<file path="src/rtl/core/rbd_pkg.sv">
// Package for the ring-buffer deque: beat types, action codes and defaults.
// Used by the modules under rtl/core except rbd_mem; depends on nothing.
package rbd_pkg;

    localparam int DEPTH_DEF      = 1024;
    localparam int DATA_WIDTH_DEF = 32;
    localparam int VALUE_W        = 32;
    localparam int OCC_W          = 11;

    typedef enum logic [1:0] {
        ACT_PUSH_FRONT = 2'd0,
        ACT_POP_FRONT  = 2'd1,
        ACT_PUSH_BACK  = 2'd2,
        ACT_POP_BACK   = 2'd3
    } action_t;

    // Input beat
    typedef struct packed {
        action_t                    action;
        logic signed [VALUE_W-1:0]  value;
    } in_beat_t;

    // Result beat
    typedef struct packed {
        logic signed [VALUE_W-1:0]  popped_value;
        logic                       was_empty;
        logic                       matches_res;
        logic                       overflow;
        logic                       mismatch_seen;
        logic [OCC_W-1:0]           occupancy;
    } out_beat_t;

    // Per-item flags carried from the index stage to the result stage
    typedef struct packed {
        logic               is_pop;
        logic               empty;
        logic               ovf;
        logic [OCC_W-1:0]   occ;
    } item_flags_t;

endpackage

</file>
<file path="src/rtl/core/rbd_out.sv">
// Result stage of the deque: compares popped data, keeps the sticky flag, holds the beat.
// Depends on rbd_pkg; takes RAM read data and the pending item from rbd_ctrl.
module rbd_out import rbd_pkg::*; #(
    parameter int DATA_WIDTH = DATA_WIDTH_DEF
) (
    input  logic                  aclk,
    input  logic                  aresetn,
    input  logic                  pend_valid,
    output logic                  pend_take,
    input  item_flags_t           pend_flags,
    input  logic [DATA_WIDTH-1:0] pend_expect,
    input  logic [DATA_WIDTH-1:0] mem_rdata,
    output logic                  m_valid,
    input  logic                  m_ready,
    output out_beat_t             m_data
);

    logic                  m_valid_reg, m_valid_next;
    logic                  sticky_reg, sticky_next;
    out_beat_t             beat_reg, beat_next;
    logic                  advance;
    logic [DATA_WIDTH-1:0] popped;
    logic [63:0]           popped_wide;
    logic                  match;

    assign advance   = !m_valid_reg || m_ready;
    assign pend_take = pend_valid && advance;

    // empty pops return all ones
    assign popped      = pend_flags.empty ? '1 : mem_rdata;
    assign popped_wide = 64'(popped);
    assign match       = !pend_flags.is_pop || (popped == pend_expect);

    // result beat
    always_comb begin
        beat_next    = beat_reg;
        sticky_next  = sticky_reg;
        m_valid_next = m_valid_reg && !m_ready;
        if (pend_take) begin
            m_valid_next           = 1'b1;
            sticky_next            = sticky_reg || !match;
            beat_next.popped_value = pend_flags.is_pop ? popped_wide[VALUE_W-1:0] : '0;
            beat_next.was_empty    = pend_flags.empty;
            beat_next.matches_res  = match;
            beat_next.overflow     = pend_flags.ovf;
            beat_next.mismatch_seen = sticky_next;
            beat_next.occupancy    = pend_flags.occ;
        end
    end

    always_ff @(posedge aclk) begin
        if (!aresetn) begin
            m_valid_reg <= 1'b0;
            sticky_reg  <= 1'b0;
        end else begin
            m_valid_reg <= m_valid_next;
            sticky_reg  <= sticky_next;
        end
    end

    always_ff @(posedge aclk) begin
        beat_reg <= beat_next;
    end

    assign m_valid = m_valid_reg;
    assign m_data  = beat_reg;

endmodule

</file>
<file path="config.mk">
export PLATFORM = sky130hd
export DESIGN_NAME = rbd_out
export DESIGN_NICKNAME = d
export VERILOG_FILES = /design/src/rtl/core/rbd_pkg.sv /design/src/rtl/core/rbd_out.sv
export SDC_FILE = /design/constraint.sdc
export NUM_CORES = 1
export LEC_CHECK = 0
export BUFFER_PORTS_ARGS = -buffer_cell sky130_fd_sc_hd__buf_2
export CAP_MARGIN = 25
export CORE_ASPECT_RATIO = 1.4
export CORE_MARGIN = 3
export CORE_UTILIZATION = 25
export CTS_BUF_LIST = sky130_fd_sc_hd__clkbuf_16
export DETAILED_ROUTE_END_ITERATION = 7
export PLACE_DENSITY = 0.51
export REMOVE_ABC_BUFFERS = 1
export SLEW_MARGIN = 30
export SYNTH_ARGS = -nofsm -noshare
export SYNTH_HDL_FRONTEND = slang
export SYNTH_SLANG_ARGS = --single-unit
</file>
<file path="constraint.sdc">
create_clock -name aclk -period 7.4 [get_ports aclk]
set_input_delay 1.48 -clock aclk [delete_from_list [all_inputs] [get_ports aclk]]
set_output_delay 1.48 -clock aclk [all_outputs]
set_load 0.02 [all_outputs]
</file>
==> impl_metrics.env <==
export IMPL_status="finished, final reports clean"
export IMPL_cp_common_cell="buf_2"
export IMPL_min_path_type="reg -> reg"
export IMPL_slowest_stage="nor2b_1"
export IMPL_finalSetupViolCount=0
export IMPL_syn_area_um2=2570
export IMPL_syn_area_per_cell_um2=12.7
export IMPL_ir_drop_uv=94.8
export IMPL_drive_gt1_share_pct=45.0
export IMPL_critPathRequiredTime_ns=5.92
export IMPL_dpl_worst_slack_ns=3.52
export IMPL_cts_inserted_buffers=5
export IMPL_regToRegEndpoint="sticky_reg"
export IMPL_synthCells=202
export IMPL_min_to="sticky_reg"
export IMPL_die_w_um=91.8
export IMPL_finalNetCount=410
export IMPL_layout_commonest_cell="buf_2"
export IMPL_max_stage_delay_ns=0.22
export IMPL_final_core_util_pct=35.1
export IMPL_fillers=1048
export IMPL_timing_final_crit_share_pct=47.5
export IMPL_worstHoldStart="sticky_reg"
export IMPL_overflow=0
export IMPL_area_growth_pct=35.9
export IMPL_worst_setup_path_end_kind="output pin"
export IMPL_rows=43
export IMPL_ctsResizeCount=0
export IMPL_dr_first_iter_drc_count=43
export IMPL_dp_hpwl_um=4890
export IMPL_period_minus_slack_ns=3.52
export IMPL_regToRegSetupSlack_ns=5.82
export IMPL_cap_violations=0
export IMPL_setup_ws_ns=3.88
export IMPL_grt_max_degree=82
export IMPL_vias=2168
export IMPL_min_path_cells=1
export IMPL_power_total_uw=722
export IMPL_power_density_nw_per_um2=206
export IMPL_fin_setup_tns_ns=0
export IMPL_io_buffers=130
export IMPL_cts_tree="built"
export IMPL_drcViolationCount=0
export IMPL_core_um2=9950
export IMPL_dieArea_um2=11600
export IMPL_finalMaxSlewViolations=0
export IMPL_synth_edf_count=47
export IMPL_worst_pin_slew_ns=0.820
export IMPL_rsz0062_at_grt="no"
export IMPL_cts_root_buf="clkbuf_16"
export IMPL_ys_seq_area_share_pct=56.4
export IMPL_clk_pin_slew_ns=0.07
export IMPL_drtAntennaViolNets=0
export IMPL_ys_ff_latch=49
export IMPL_die_y_um=126
export IMPL_synth_warnings=0
export IMPL_yosysUniqueCellTypes=21
export IMPL_async_reset_ff_share_pct=0
export IMPL_criticalPathCategory="in -> out"
export IMPL_worstPathMaxFanout=2
export IMPL_via_per_inst=4.67
export IMPL_startpoint_type="input port"
export IMPL_wl_um=6830
export IMPL_hold_buffers=0
export IMPL_insertion_delay_ns=0.29
export IMPL_slew_headroom_pct=45.4
export IMPL_fmax_mhz=284
export IMPL_initial_core_util_pct=25.9
export IMPL_grt_pass1_vias=2073
export IMPL_crit_arrival_ns=2.04
export IMPL_reg2reg_from="m_valid"
export IMPL_diodes=0
export IMPL_cts_sinks=49
export IMPL_place_gp_congestion=0.725
export IMPL_htree_num_levels=2
export IMPL_grt_antenna_before_repair=0
export IMPL_avgRoutedWirePerCell_um=14.7
export IMPL_final_cell_mix="buf_2, edfxtp_1, o21a_1"
export IMPL_synth_ff_type="edfxtp_1"
export IMPL_post_cts_buffers=0
export IMPL_dr_pass1_iters=4
export IMPL_leakagePower_uw=0.00151
export IMPL_grt_pass1_wl_um=10200
export IMPL_clockBufferDepth=2
export IMPL_skew_ns=0.00891
export IMPL_track_usage_pct=11.2
export IMPL_path_cells="buf_2 > nor2b_1 > nor2b_4 > buf_2"
export IMPL_largest_reg_flops=47
export IMPL_fin_hold_ws_ns=0.493
export IMPL_io_pin_count=131
export IMPL_reg2reg_depth=5
export IMPL_hold_viol=0
## worst max path at each step
stage	start	to	cells past startpoint
6_report	m_ready	pend_take	4
5_1_grt	pend_flags[12]	m_data[11]	8
4_1_cts	pend_flags[12]	m_data[11]	8
3_5_place_dp	pend_flags[12]	m_data[11]	8
3_3_place_gp	pend_flags[12]	m_data[11]	8
2_1_floorplan	m_ready	pend_take	2
## metrics by stage
step,instances,instance area (um2)
2_1_floorplan,189,2490
3_3_place_gp,456,3330
3_5_place_dp,456,3330
4_1_cts,464,3500
5_1_grt,464,3500
6_report,464,3500
## routing by layer
metal	routed length (um)	global-route usage (%)	part of all wire [%]	up-vias
li1	-	-	-	1085
met1	2760	12.5	40	994
met2	3510	20.9	51	84
met3	485	2.99	7.1	5
met4	77	3.15	1.1	0
met5	0	0	0	-
## cell type report
class	count	area, um2	share of cell area [%]
multi-input combinational	140	1050	29.9
clock buffer	5	125	3.58
sequential	49	1450	41.5
timing repair buffer	132	666	19.0
clock inverter	3	41.3	1.18
tap	135	169	4.83
## critical path, delay by kind of cell
| family | cells | cell delay [ns] |
|---|---|---|
| buf+inv | 2 | 0.26 |
| simple gates | 2 | 0.30 |
## cells by family (layout without fill, tap and decap cells)
kind of cell	after synthesis	count (layout)	share of synthesized area (%)
AOI/OAI and AO/OA	83	83	26.6
DFF	49	49	56.4
and+or+nand+nor	41	41	8.31
xor gates and xnor gates	16	16	5.44
buffers and inverters	13	140	3.30
## cells in the mapped netlist (4+ instances only)
cell type	number	area, um2
edfxtp_1	47	1410
o21a_1	33	248
a21o_1	17	128
a31oi_1	16	100
nand3_1	16	80.1
nor3_1	16	80.1
xor2_1	16	140
o41ai_1	8	70.1
o41ai_2	8	130
buf_1	4	15.0
nor4_1	4	25.0
## report_power, final
| group | leakage [uW] | total (uW) | internal (uW) | switching [uW] |
|---|---|---|---|---|
| Clock | 0.0000775 | 262 | 159 | 103 |
| Sequential | 0.000478 | 330 | 326 | 3.97 |
| Combinational | 0.000957 | 131 | 51.6 | 79.2 |
Note: power is estimated with default switching activity, not from simulation.
