## config.mk

```make
export PLATFORM = sky130hd
export DESIGN_NAME = rbd_ctrl
export DESIGN_NICKNAME = d
export VERILOG_FILES = /design/src/rtl/core/rbd_pkg.sv /design/src/rtl/core/rbd_ctrl.sv
export SDC_FILE = /design/constraint.sdc
export NUM_CORES = 1
export LEC_CHECK = 0
export BUFFER_PORTS_ARGS = -buffer_cell sky130_fd_sc_hd__buf_2
export CAP_MARGIN = 5
export CORE_MARGIN = 2
export CORE_UTILIZATION = 35
export CTS_CLUSTER_DIAMETER = 80
export DETAILED_ROUTE_END_ITERATION = 16
export PLACE_DENSITY = 0.61
export RECOVER_POWER = 25
export SYNTH_ARGS = -nofsm -noshare
export SYNTH_HDL_FRONTEND = slang
export SYNTH_SLANG_ARGS = --single-unit
```

## constraint.sdc

```tcl
create_clock -name aclk -period 4.2 [get_ports aclk]
set_input_delay 0.42 -clock aclk [delete_from_list [all_inputs] [get_ports aclk]]
set_output_delay 0.42 -clock aclk [all_outputs]
set_load 0.005 [all_outputs]
```

## src/rtl/core/rbd_pkg.sv

```systemverilog
// Package for the ring-buffer deque: beat types, action codes and defaults.
// Used by the modules under rtl/core except rbd_mem; depends on nothing.
package rbd_pkg;

    localparam int DEPTH_DEF      = 1024;
    localparam int DATA_WIDTH_DEF = 32;
    localparam int VALUE_W        = 32;
    localparam int OCC_W          = 11;

    typedef enum logic [1:0] {
        ACT_PUSH_FRONT = 2'd0,
        ACT_POP_FRONT  = 2'd1,
        ACT_PUSH_BACK  = 2'd2,
        ACT_POP_BACK   = 2'd3
    } action_t;

    // Input beat
    typedef struct packed {
        action_t                    action;
        logic signed [VALUE_W-1:0]  value;
    } in_beat_t;

    // Result beat
    typedef struct packed {
        logic signed [VALUE_W-1:0]  popped_value;
        logic                       was_empty;
        logic                       matches_res;
        logic                       overflow;
        logic                       mismatch_seen;
        logic [OCC_W-1:0]           occupancy;
    } out_beat_t;

    // Per-item flags carried from the index stage to the result stage
    typedef struct packed {
        logic               is_pop;
        logic               empty;
        logic               ovf;
        logic [OCC_W-1:0]   occ;
    } item_flags_t;

endpackage

```

## src/rtl/core/rbd_ctrl.sv

```systemverilog
// Index stage of the deque: accepts beats, updates front/back/count, drives the RAM.
// Depends on rbd_pkg; feeds rbd_out through a one-entry pending register.
module rbd_ctrl import rbd_pkg::*; #(
    parameter int DEPTH      = DEPTH_DEF,
    parameter int DATA_WIDTH = DATA_WIDTH_DEF,
    localparam int IDX_W     = (DEPTH > 1) ? $clog2(DEPTH) : 1,
    localparam int CNT_W     = $clog2(DEPTH + 1)
) (
    input  logic                  aclk,
    input  logic                  aresetn,
    input  logic                  s_valid,
    output logic                  s_ready,
    input  in_beat_t              s_data,
    // RAM side
    output logic                  mem_we,
    output logic                  mem_re,
    output logic [IDX_W-1:0]      mem_addr,
    output logic [DATA_WIDTH-1:0] mem_wdata,
    // pending item toward result stage
    output logic                  pend_valid,
    input  logic                  pend_take,
    output item_flags_t           pend_flags,
    output logic [DATA_WIDTH-1:0] pend_expect
);

    localparam logic [IDX_W-1:0] IDX_LAST = IDX_W'(DEPTH - 1);
    localparam logic [CNT_W-1:0] CNT_FULL = CNT_W'(DEPTH);

    logic [IDX_W-1:0]      front_reg, front_next;
    logic [IDX_W-1:0]      back_reg, back_next;
    logic [CNT_W-1:0]      count_reg, count_next;
    logic                  pend_valid_reg, pend_valid_next;
    item_flags_t           flags_reg, flags_next;
    logic [DATA_WIDTH-1:0] expect_reg;
    logic [DATA_WIDTH-1:0] sval;
    logic                  accept;
    logic                  full, empty;

    assign s_ready = !pend_valid_reg || pend_take;
    assign accept  = s_valid && s_ready;
    assign full    = (count_reg == CNT_FULL);
    assign empty   = (count_reg == '0);

    // sign-extend or truncate the input value to the storage width
    assign sval = DATA_WIDTH'(s_data.value);

    // index update and RAM command
    always_comb begin
        front_next      = front_reg;
        back_next       = back_reg;
        count_next      = count_reg;
        mem_we          = 1'b0;
        mem_re          = 1'b0;
        mem_addr        = front_reg;
        flags_next      = flags_reg;
        pend_valid_next = pend_valid_reg && !pend_take;
        if (accept) begin
            pend_valid_next = 1'b1;
            flags_next.is_pop = (s_data.action == ACT_POP_FRONT) ||
                                (s_data.action == ACT_POP_BACK);
            flags_next.empty  = 1'b0;
            flags_next.ovf    = 1'b0;
            unique case (s_data.action)
                ACT_PUSH_FRONT: begin
                    if (full) begin
                        flags_next.ovf = 1'b1;
                    end else begin
                        front_next = (front_reg == '0) ? IDX_LAST : front_reg - 1'b1;
                        mem_addr   = front_next;
                        mem_we     = 1'b1;
                        count_next = count_reg + 1'b1;
                    end
                end
                ACT_PUSH_BACK: begin
                    if (full) begin
                        flags_next.ovf = 1'b1;
                    end else begin
                        mem_addr   = back_reg;
                        mem_we     = 1'b1;
                        back_next  = (back_reg == IDX_LAST) ? '0 : back_reg + 1'b1;
                        count_next = count_reg + 1'b1;
                    end
                end
                ACT_POP_FRONT: begin
                    if (empty) begin
                        flags_next.empty = 1'b1;
                    end else begin
                        mem_addr   = front_reg;
                        mem_re     = 1'b1;
                        front_next = (front_reg == IDX_LAST) ? '0 : front_reg + 1'b1;
                        count_next = count_reg - 1'b1;
                    end
                end
                ACT_POP_BACK: begin
                    if (empty) begin
                        flags_next.empty = 1'b1;
                    end else begin
                        back_next  = (back_reg == '0) ? IDX_LAST : back_reg - 1'b1;
                        mem_addr   = back_next;
                        mem_re     = 1'b1;
                        count_next = count_reg - 1'b1;
                    end
                end
                default: begin
                    flags_next.ovf = 1'b0;
                end
            endcase
            flags_next.occ = OCC_W'(count_next);
        end
    end

    assign mem_wdata  = sval;

    // control state
    always_ff @(posedge aclk) begin
        if (!aresetn) begin
            front_reg      <= '0;
            back_reg       <= '0;
            count_reg      <= '0;
            pend_valid_reg <= 1'b0;
        end else begin
            front_reg      <= front_next;
            back_reg       <= back_next;
            count_reg      <= count_next;
            pend_valid_reg <= pend_valid_next;
        end
    end

    // pending payload
    always_ff @(posedge aclk) begin
        flags_reg <= flags_next;
        if (accept) begin
            expect_reg <= sval;
        end
    end

    assign pend_valid  = pend_valid_reg;
    assign pend_flags  = flags_reg;
    assign pend_expect = expect_reg;

endmodule

```

==> results of run 1 <==
==> power breakdown <==
part	leakage, nW	internal, W	switching, W	total (W)
Combinational	1.40	0.000325	0.000495	0.000819
Sequential	0.710	0.000905	0.0000911	0.000996
Clock	0.142	0.000462	0.000336	0.000798
Total	2.26	0.00169	0.000921	0.00261
==> metal layers <==
metal | vias to the layer above | track usage [%] | part of all wire (%)
met5 | - | 0 | 0
li1 | 2324 | - | -
met4 | 0 | 7.58 | 1.9
met2 | 314 | 30.8 | 46
met3 | 33 | 4.66 | 9.8
met1 | 2324 | 24.8 | 42
==> worst min-delay path by stage <==
stage                                           to  slack, ps  cells past startpoint
after floorplan           back_reg[8]$_SDFFE_PN0P_        490                      2
after global placement    back_reg[4]$_SDFFE_PN0P_        570                      2
after detailed placement  back_reg[8]$_SDFFE_PN0P_        570                      2
after CTS                 pend_expect[9]$_DFFE_PP_        250                      1
after global routing      pend_expect[9]$_DFFE_PP_        250                      1
final                     pend_expect[9]$_DFFE_PP_        260                      1
==> kinds of logic after synthesis <==
kind of cell    synth area share [%]
compound gates                  24.7
xor+xnor                        2.72
fa+ha+maj                       1.46
buf+inv                         10.6
flops                           39.2
mux                             1.41
simple gates                    19.9
==> cells in the final DEF, fill, tap and decap left out, types with 5 or more instances in the layout <==
cell       netlist  final
o211ai_1         5      5
a21oi_1         35     35
o31ai_1          7      7
nand4_1         14     14
a31oi_1         13     13
ha_1             6      6
o21ai_0         40     40
dfxtp_1         32     32
nor3_1          19     19
buf_2            8    107
xnor2_1         12     12
mux2i_1          5      5
a21o_1           5      5
edfxtp_1        46     46
clkbuf_1        43     19
inv_1           20     20
and3_1          14     14
clkbuf_16        0      9
nor4_1           6      6
a21boi_0         7      7
nand3_1         21     21
and2_1           7      7
nand2_1         37     37
a211oi_1         9      9
or3_1            9      9
a41oi_1          5      5
nor2_1          36     36
==> area by class of cell <==
class                      instances  area (µm²)
inverter                          21        78.8
sequential                        78        2020
timing repair buffer             132         643
fill                            1447        8620
clock inverter                     7        72.6
clock buffer                       9         225
tap                              184         230
multi-input combinational        404        2590
==> stage by stage <==
step	hold WS, ps	setup slack [ps]	instances
after floorplan	491	844	589
after global placement	566	1240	819
after detailed placement	567	1160	819
after CTS	250	786	835
after global routing	248	561	835
final	259	776	835
==> metrics.md, run 1 <==
| Metric | Value |
|---|---|
| Starting DRT DRC Count | 526 |
| CTS max path bufs | 2 |
| Crit path depth | 8 |
| Endpoints failing setup | 0 |
| Asr flop ratio synth | 0% |
| GRT Resource Usage Total | 19.1% |
| Post-Synthesis Mean Instance Area | 8.76 µm² |
| Antenna diode instance count | 0 |
| Total number of vias | 4,995 |
| Cells after Synth | 589 |
| Die width | 125 µm |
| Worst r2r dst | front_reg[3]$_SDFFE_PN0P_ |
| Max-cap violations | 0 |
| Family with the most delay on the worst path | simple AND/OR/NAND/NOR gates |
| Total CTS buffers | 9 |
| Crit path from | count_reg[1]$_SDFFE_PN0P_ |
| Number of global-route vias before repair | 4,496 |
| Crit path cell chain | inv_1 > ha_1 > nor4b_2 > and4_1 > mux2_2 > o21ai_0 > a211oi_1 > buf_2 |
| Nets | 690 |
| Largest area contributor in the netlist | edfxtp_1 |
| Max H-tree Level | 3 |
| Post-synth EDFFs | 46 |
| Worst hold start | s_data[9] |
| Critical path buffers and inverters | 2 |
| Worst relative slew slack | 43.1% |
| Largest cells by area after synthesis | edfxtp_1 27%, dfxtp_1 12%, buf_4 4.7% |
| Clk root buf | clkbuf_16 |
| Rows | 44 |
| Post-synth top area share | 26.8% |
| Worst setup SP type | flip-flop |
| Die Y | 125 µm |
| GRT Residual Overflow | 0 |
| Residual DRC | 0 |
| Total Power | 0.00261 W |
| Max reg flops | 32 |
| Worst slew pin tran | 852 ps |
| Primary FF master, synth | edfxtp_1 |
| CP max stage delay | 650 ps |
| Fin crit share | 81.5% |
| TritonRoute pass-1 iters | 6 |
| Static leakage | 2.26 nW |
| Core Util, Final | 40.5% |
| Post-route cell area | 5860 µm² |
| Core area | 14,500 µm² |
| Initial antenna violation count | 0 |
| Final Max Slew Viols | 0 |
| Setup tns final | 0 ps |
| Port buffer count | 129 |
| CTS tree | yes |
| Top-count cell post-synth | edfxtp_1 |
| Mapped cell area | 5160 µm² |
| GP Congestion | 0.969 |
| PostCTS Resize Cnt | 0 |
| Max Clock Freq | 292 MHz |
| Data required, critical path | 3780 ps |
| ANT nets after route | 0 |
| Status | finished, final reports clean |
| Worst r2r path cells | 7 |
| RR Startpoint | front_reg[1]$_SDFFE_PN0P_ |
| Starting Density | 35.6% |
| Die Area | 15,700 µm² |
| Syn. warnings | 0 |
| Hold_buf cts | 0 |
| Pin count of the biggest net entering global routing | 39 |
| Synth top cells by count | 46 x edfxtp_1, 43 x clkbuf_1, 40 x o21ai_0 |
| Final hold violation count | 0 |
| Yosys cell types | 75 |
| Placed instance area | 5590 µm² |
| Hpwl dp | 10,900 µm |
| Post-DR wirelength/cell | 18.6 µm |
| Seq cells post-synth | 78 |
| Register area share after synthesis | 39.2% |
| CP Capture Type | output port |
| Crit path DAT | 3000 ps |
| Setup CP Type | reg2out |
| R2r setup slk | 1480 ps |
| DRT Wirelength | 15,500 µm |
| Area delta synth->final | 13.6% |
| Io pins | 130 |
| Clock sinks | 78 |
| Power density over cell area | 446 nW/µm² |
| Fin Clk Skew | 10.3 ps |
| Crit-path max FO | 15 |
| Routed vias/inst | 5.98 |
| Min-delay worst type | in2reg |
| Layout cells sized above 1 | 22.0% |
| Termination of the worst setup path | mem_addr[8] |
| Post-CTS Setup Bufs | 0 |
| Clock Latency Late Sink | 350 ps |
| Max VDD drop | 0.185 mV |
| Syn Nets | 633 |
| First-pass GRT wire length | 24,200 µm |
| Slowest-stage cell, CP | and4_1 |
| Clk pin slew, worst setup/hold paths | 70 ps |
| Final min period | 3420 ps |
| RSZ-0062 raised after global routing | false |
No activity file was read; power rests on OpenSTA's default activity.
==> run 2: changes to the inputs <==
Clock period 4.2 ns to 3.56 ns, I/O delays scaled along.
==> metrics.md, run 2 (synthesized netlist as in run 1, its figures left out) <==
| Metric | Value |
|---|---|
| Fin crit share | 94.7% |
| Endpoints failing setup | 0 (unchanged) |
| Status | finished, final reports clean |
| Clk root buf | clkbuf_16 |
| RSZ-0062 raised after global routing | false |
| Worst hold start | s_data[9] |
| DRT Wirelength | 15,600 µm (+0.48%) |
| Starting DRT DRC Count | 407 (-23%) |
| Commonest non-fill, non-tap cell in the layout | buf_2 |
| Worst r2r dst | front_reg[3]$_SDFFE_PN0P_ |
| Clock Latency Late Sink | 340 ps (about the same) |
| Placed instance area | 5660 µm² (+1.2%) |
| Antenna diode instance count | 0 (unchanged) |
| Worst slew pin tran | 1100 ps (+247 ps) |
| Port buffer count | 129 (unchanged) |
| PostCTS Resize Cnt | 0 (unchanged) |
| Hpwl dp | 11,300 µm (+3.3%) |
| Final Max Slew Viols | 0 (unchanged) |
| Worst setup SP type | flip-flop |
| Final hold violation count | 0 (unchanged) |
| R2r setup slk | 880 ps (-600 ps) |
| Routed vias/inst | 6.00 (+0.34%) |
| Layout cells sized above 1 | 23.6% (+1.7 points) |
| CTS max path bufs | 2 (unchanged) |
| Setup tns final | 0 ps (unchanged) |
| Placed cell count | 828 (+1.1%) |
| GP Congestion | 0.894 (-7.7%) |
| Die Y | 125 µm (unchanged) |
| GRT Residual Overflow | 0 (unchanged) |
| Max VDD drop | 0.208 mV (+13%) |
| CTS tree | yes |
| Worst relative slew slack | 26.7% (-16 points) |
| TritonRoute pass-1 iters | 5 (-1) |
| Clock sinks | 78 (unchanged) |
| Max H-tree Level | 3 (unchanged) |
| WHS | 202 ps (-56.5 ps) |
| Fin Clk Skew | 9.82 ps (-0.518 ps) |
| Post-DR wirelength/cell | 18.5 µm (-0.59%) |
| Final std cells w/o fill | 844 (+1.1%) |
| Static leakage | 2.31 nW (+2.2%) |
| Hold_buf cts | 0 (unchanged) |
| Data required, critical path | 3200 ps (-580 ps) |
| Post-CTS Setup Bufs | 0 (unchanged) |
| Post-route cell area | 5940 µm² (+1.3%) |
| Power density over cell area | 517 nW/µm² (+16%) |
| Total number of vias | 5,066 (+1.4%) |
| Pin count of the biggest net entering global routing | 44 (+13%) |
| Rows | 44 (unchanged) |
| Filler instances | 1,477 (+2.1%) |
| Max reg flops | 32 (unchanged) |
| Crit path DAT | 3010 ps (about the same) |
| GRT Resource Usage Total | 19.2% (+0.078 points) |
| Core area | 14,500 µm² (unchanged) |
| Die width | 125 µm (unchanged) |
| Worst hold stages | 1 (unchanged) |
| First-pass GRT wire length | 24,200 µm (+0.29%) |
| Hold Path End | pend_expect[9]$_DFFE_PP_ |
| Worst r2r path cells | 7 (unchanged) |
| Clk pin slew, worst setup/hold paths | 70 ps (about the same) |
| Setup CP Type | reg2out |
| Area delta synth->final | 15.1% |
| Max-cap violations | 0 (unchanged) |
| RR Startpoint | front_reg[0]$_SDFFE_PN0P_ |
| Max Clock Freq | 297 MHz |
| Total CTS buffers | 9 (unchanged) |
| Final min period | 3370 ps |
| Crit-path max FO | 10 (-5) |
| Die Area | 15,700 µm² (unchanged) |
| CP Capture Type | output port |
| Starting Density | 35.6% (unchanged) |
| Min-delay worst type | in2reg |
| Residual DRC | 0 (unchanged) |
| Core Util, Final | 41.0% (+0.51 points) |
| Io pins | 130 (unchanged) |
| Number of global-route vias before repair | 4,538 (+0.93%) |
| ANT nets after route | 0 (unchanged) |
| Nets | 699 (+1.3%) |
| Commonest cells after routing, fill and taps aside | 111 x buf_2, 46 x edfxtp_1, 40 x o21ai_0, 37 x nand2_1, 36 x nor2_1 |
| Initial antenna violation count | 0 (unchanged) |
## run 2: worst max path at each step
| stage | start | end | slack, ps | depth (start not counted) |
|---|---|---|---|---|
| floorplan | pend_take | mem_addr[9] | 330 | 7 |
| global placement | count_reg[0]$_SDFFE_PN0P_ | mem_addr[8] | 670 | 8 |
| detailed placement | count_reg[0]$_SDFFE_PN0P_ | mem_addr[8] | 600 | 8 |
| CTS | count_reg[0]$_SDFFE_PN0P_ | mem_addr[8] | 220 | 8 |
| global route | back_reg[0]$_SDFFE_PN0P_ | mem_addr[8] | 50 | 8 |
| finish | back_reg[0]$_SDFFE_PN0P_ | mem_addr[8] | 190 | 8 |
## run 2: layout make-up
class | count | area, µm² | share of cell area [%]
Timing Repair Buffer | 141 | 714 | 12.0
Multi-Input combinational cell | 404 | 2600 | 43.8
Tap cell | 184 | 230 | 3.88
Clock inverter | 6 | 63.8 | 1.08
Inverter | 21 | 78.8 | 1.33
Clock buffer | 10 | 229 | 3.86
Sequential cell | 78 | 2020 | 34.1
## run 2: metal layers
layer / share of wire [%] / track usage (%) / wire length, µm
met2: 46 / 30.6 / 7200
met5: 0 / 0 / 0
met3: 8.9 / 3.89 / 1390
met4: 2.9 / 8.82 / 446
met1: 42 / 25.1 / 6580
## run 2: report_power, final
group	internal (W)	switching [W]
logic	0.000398	0.000594
registers	0.00107	0.000100
clock network	0.000541	0.000366
## run 2: through the flow
step                total power (W)  worst slack (ps)
finish                      0.00307               189
global route                0.00324              52.5
CTS                         0.00308               217
detailed placement          0.00216               603
global placement            0.00214               673
floorplan                   0.00188               332
## run 2: critical path: stages, from the launching register on
cell and delay (ps):
dfxtp_1 400, inv_1 90, ha_1 330, or4b_1 640, or3_1 360, a21oi_1 230
a211oi_1 120, a211oi_1 310, buf_2 180
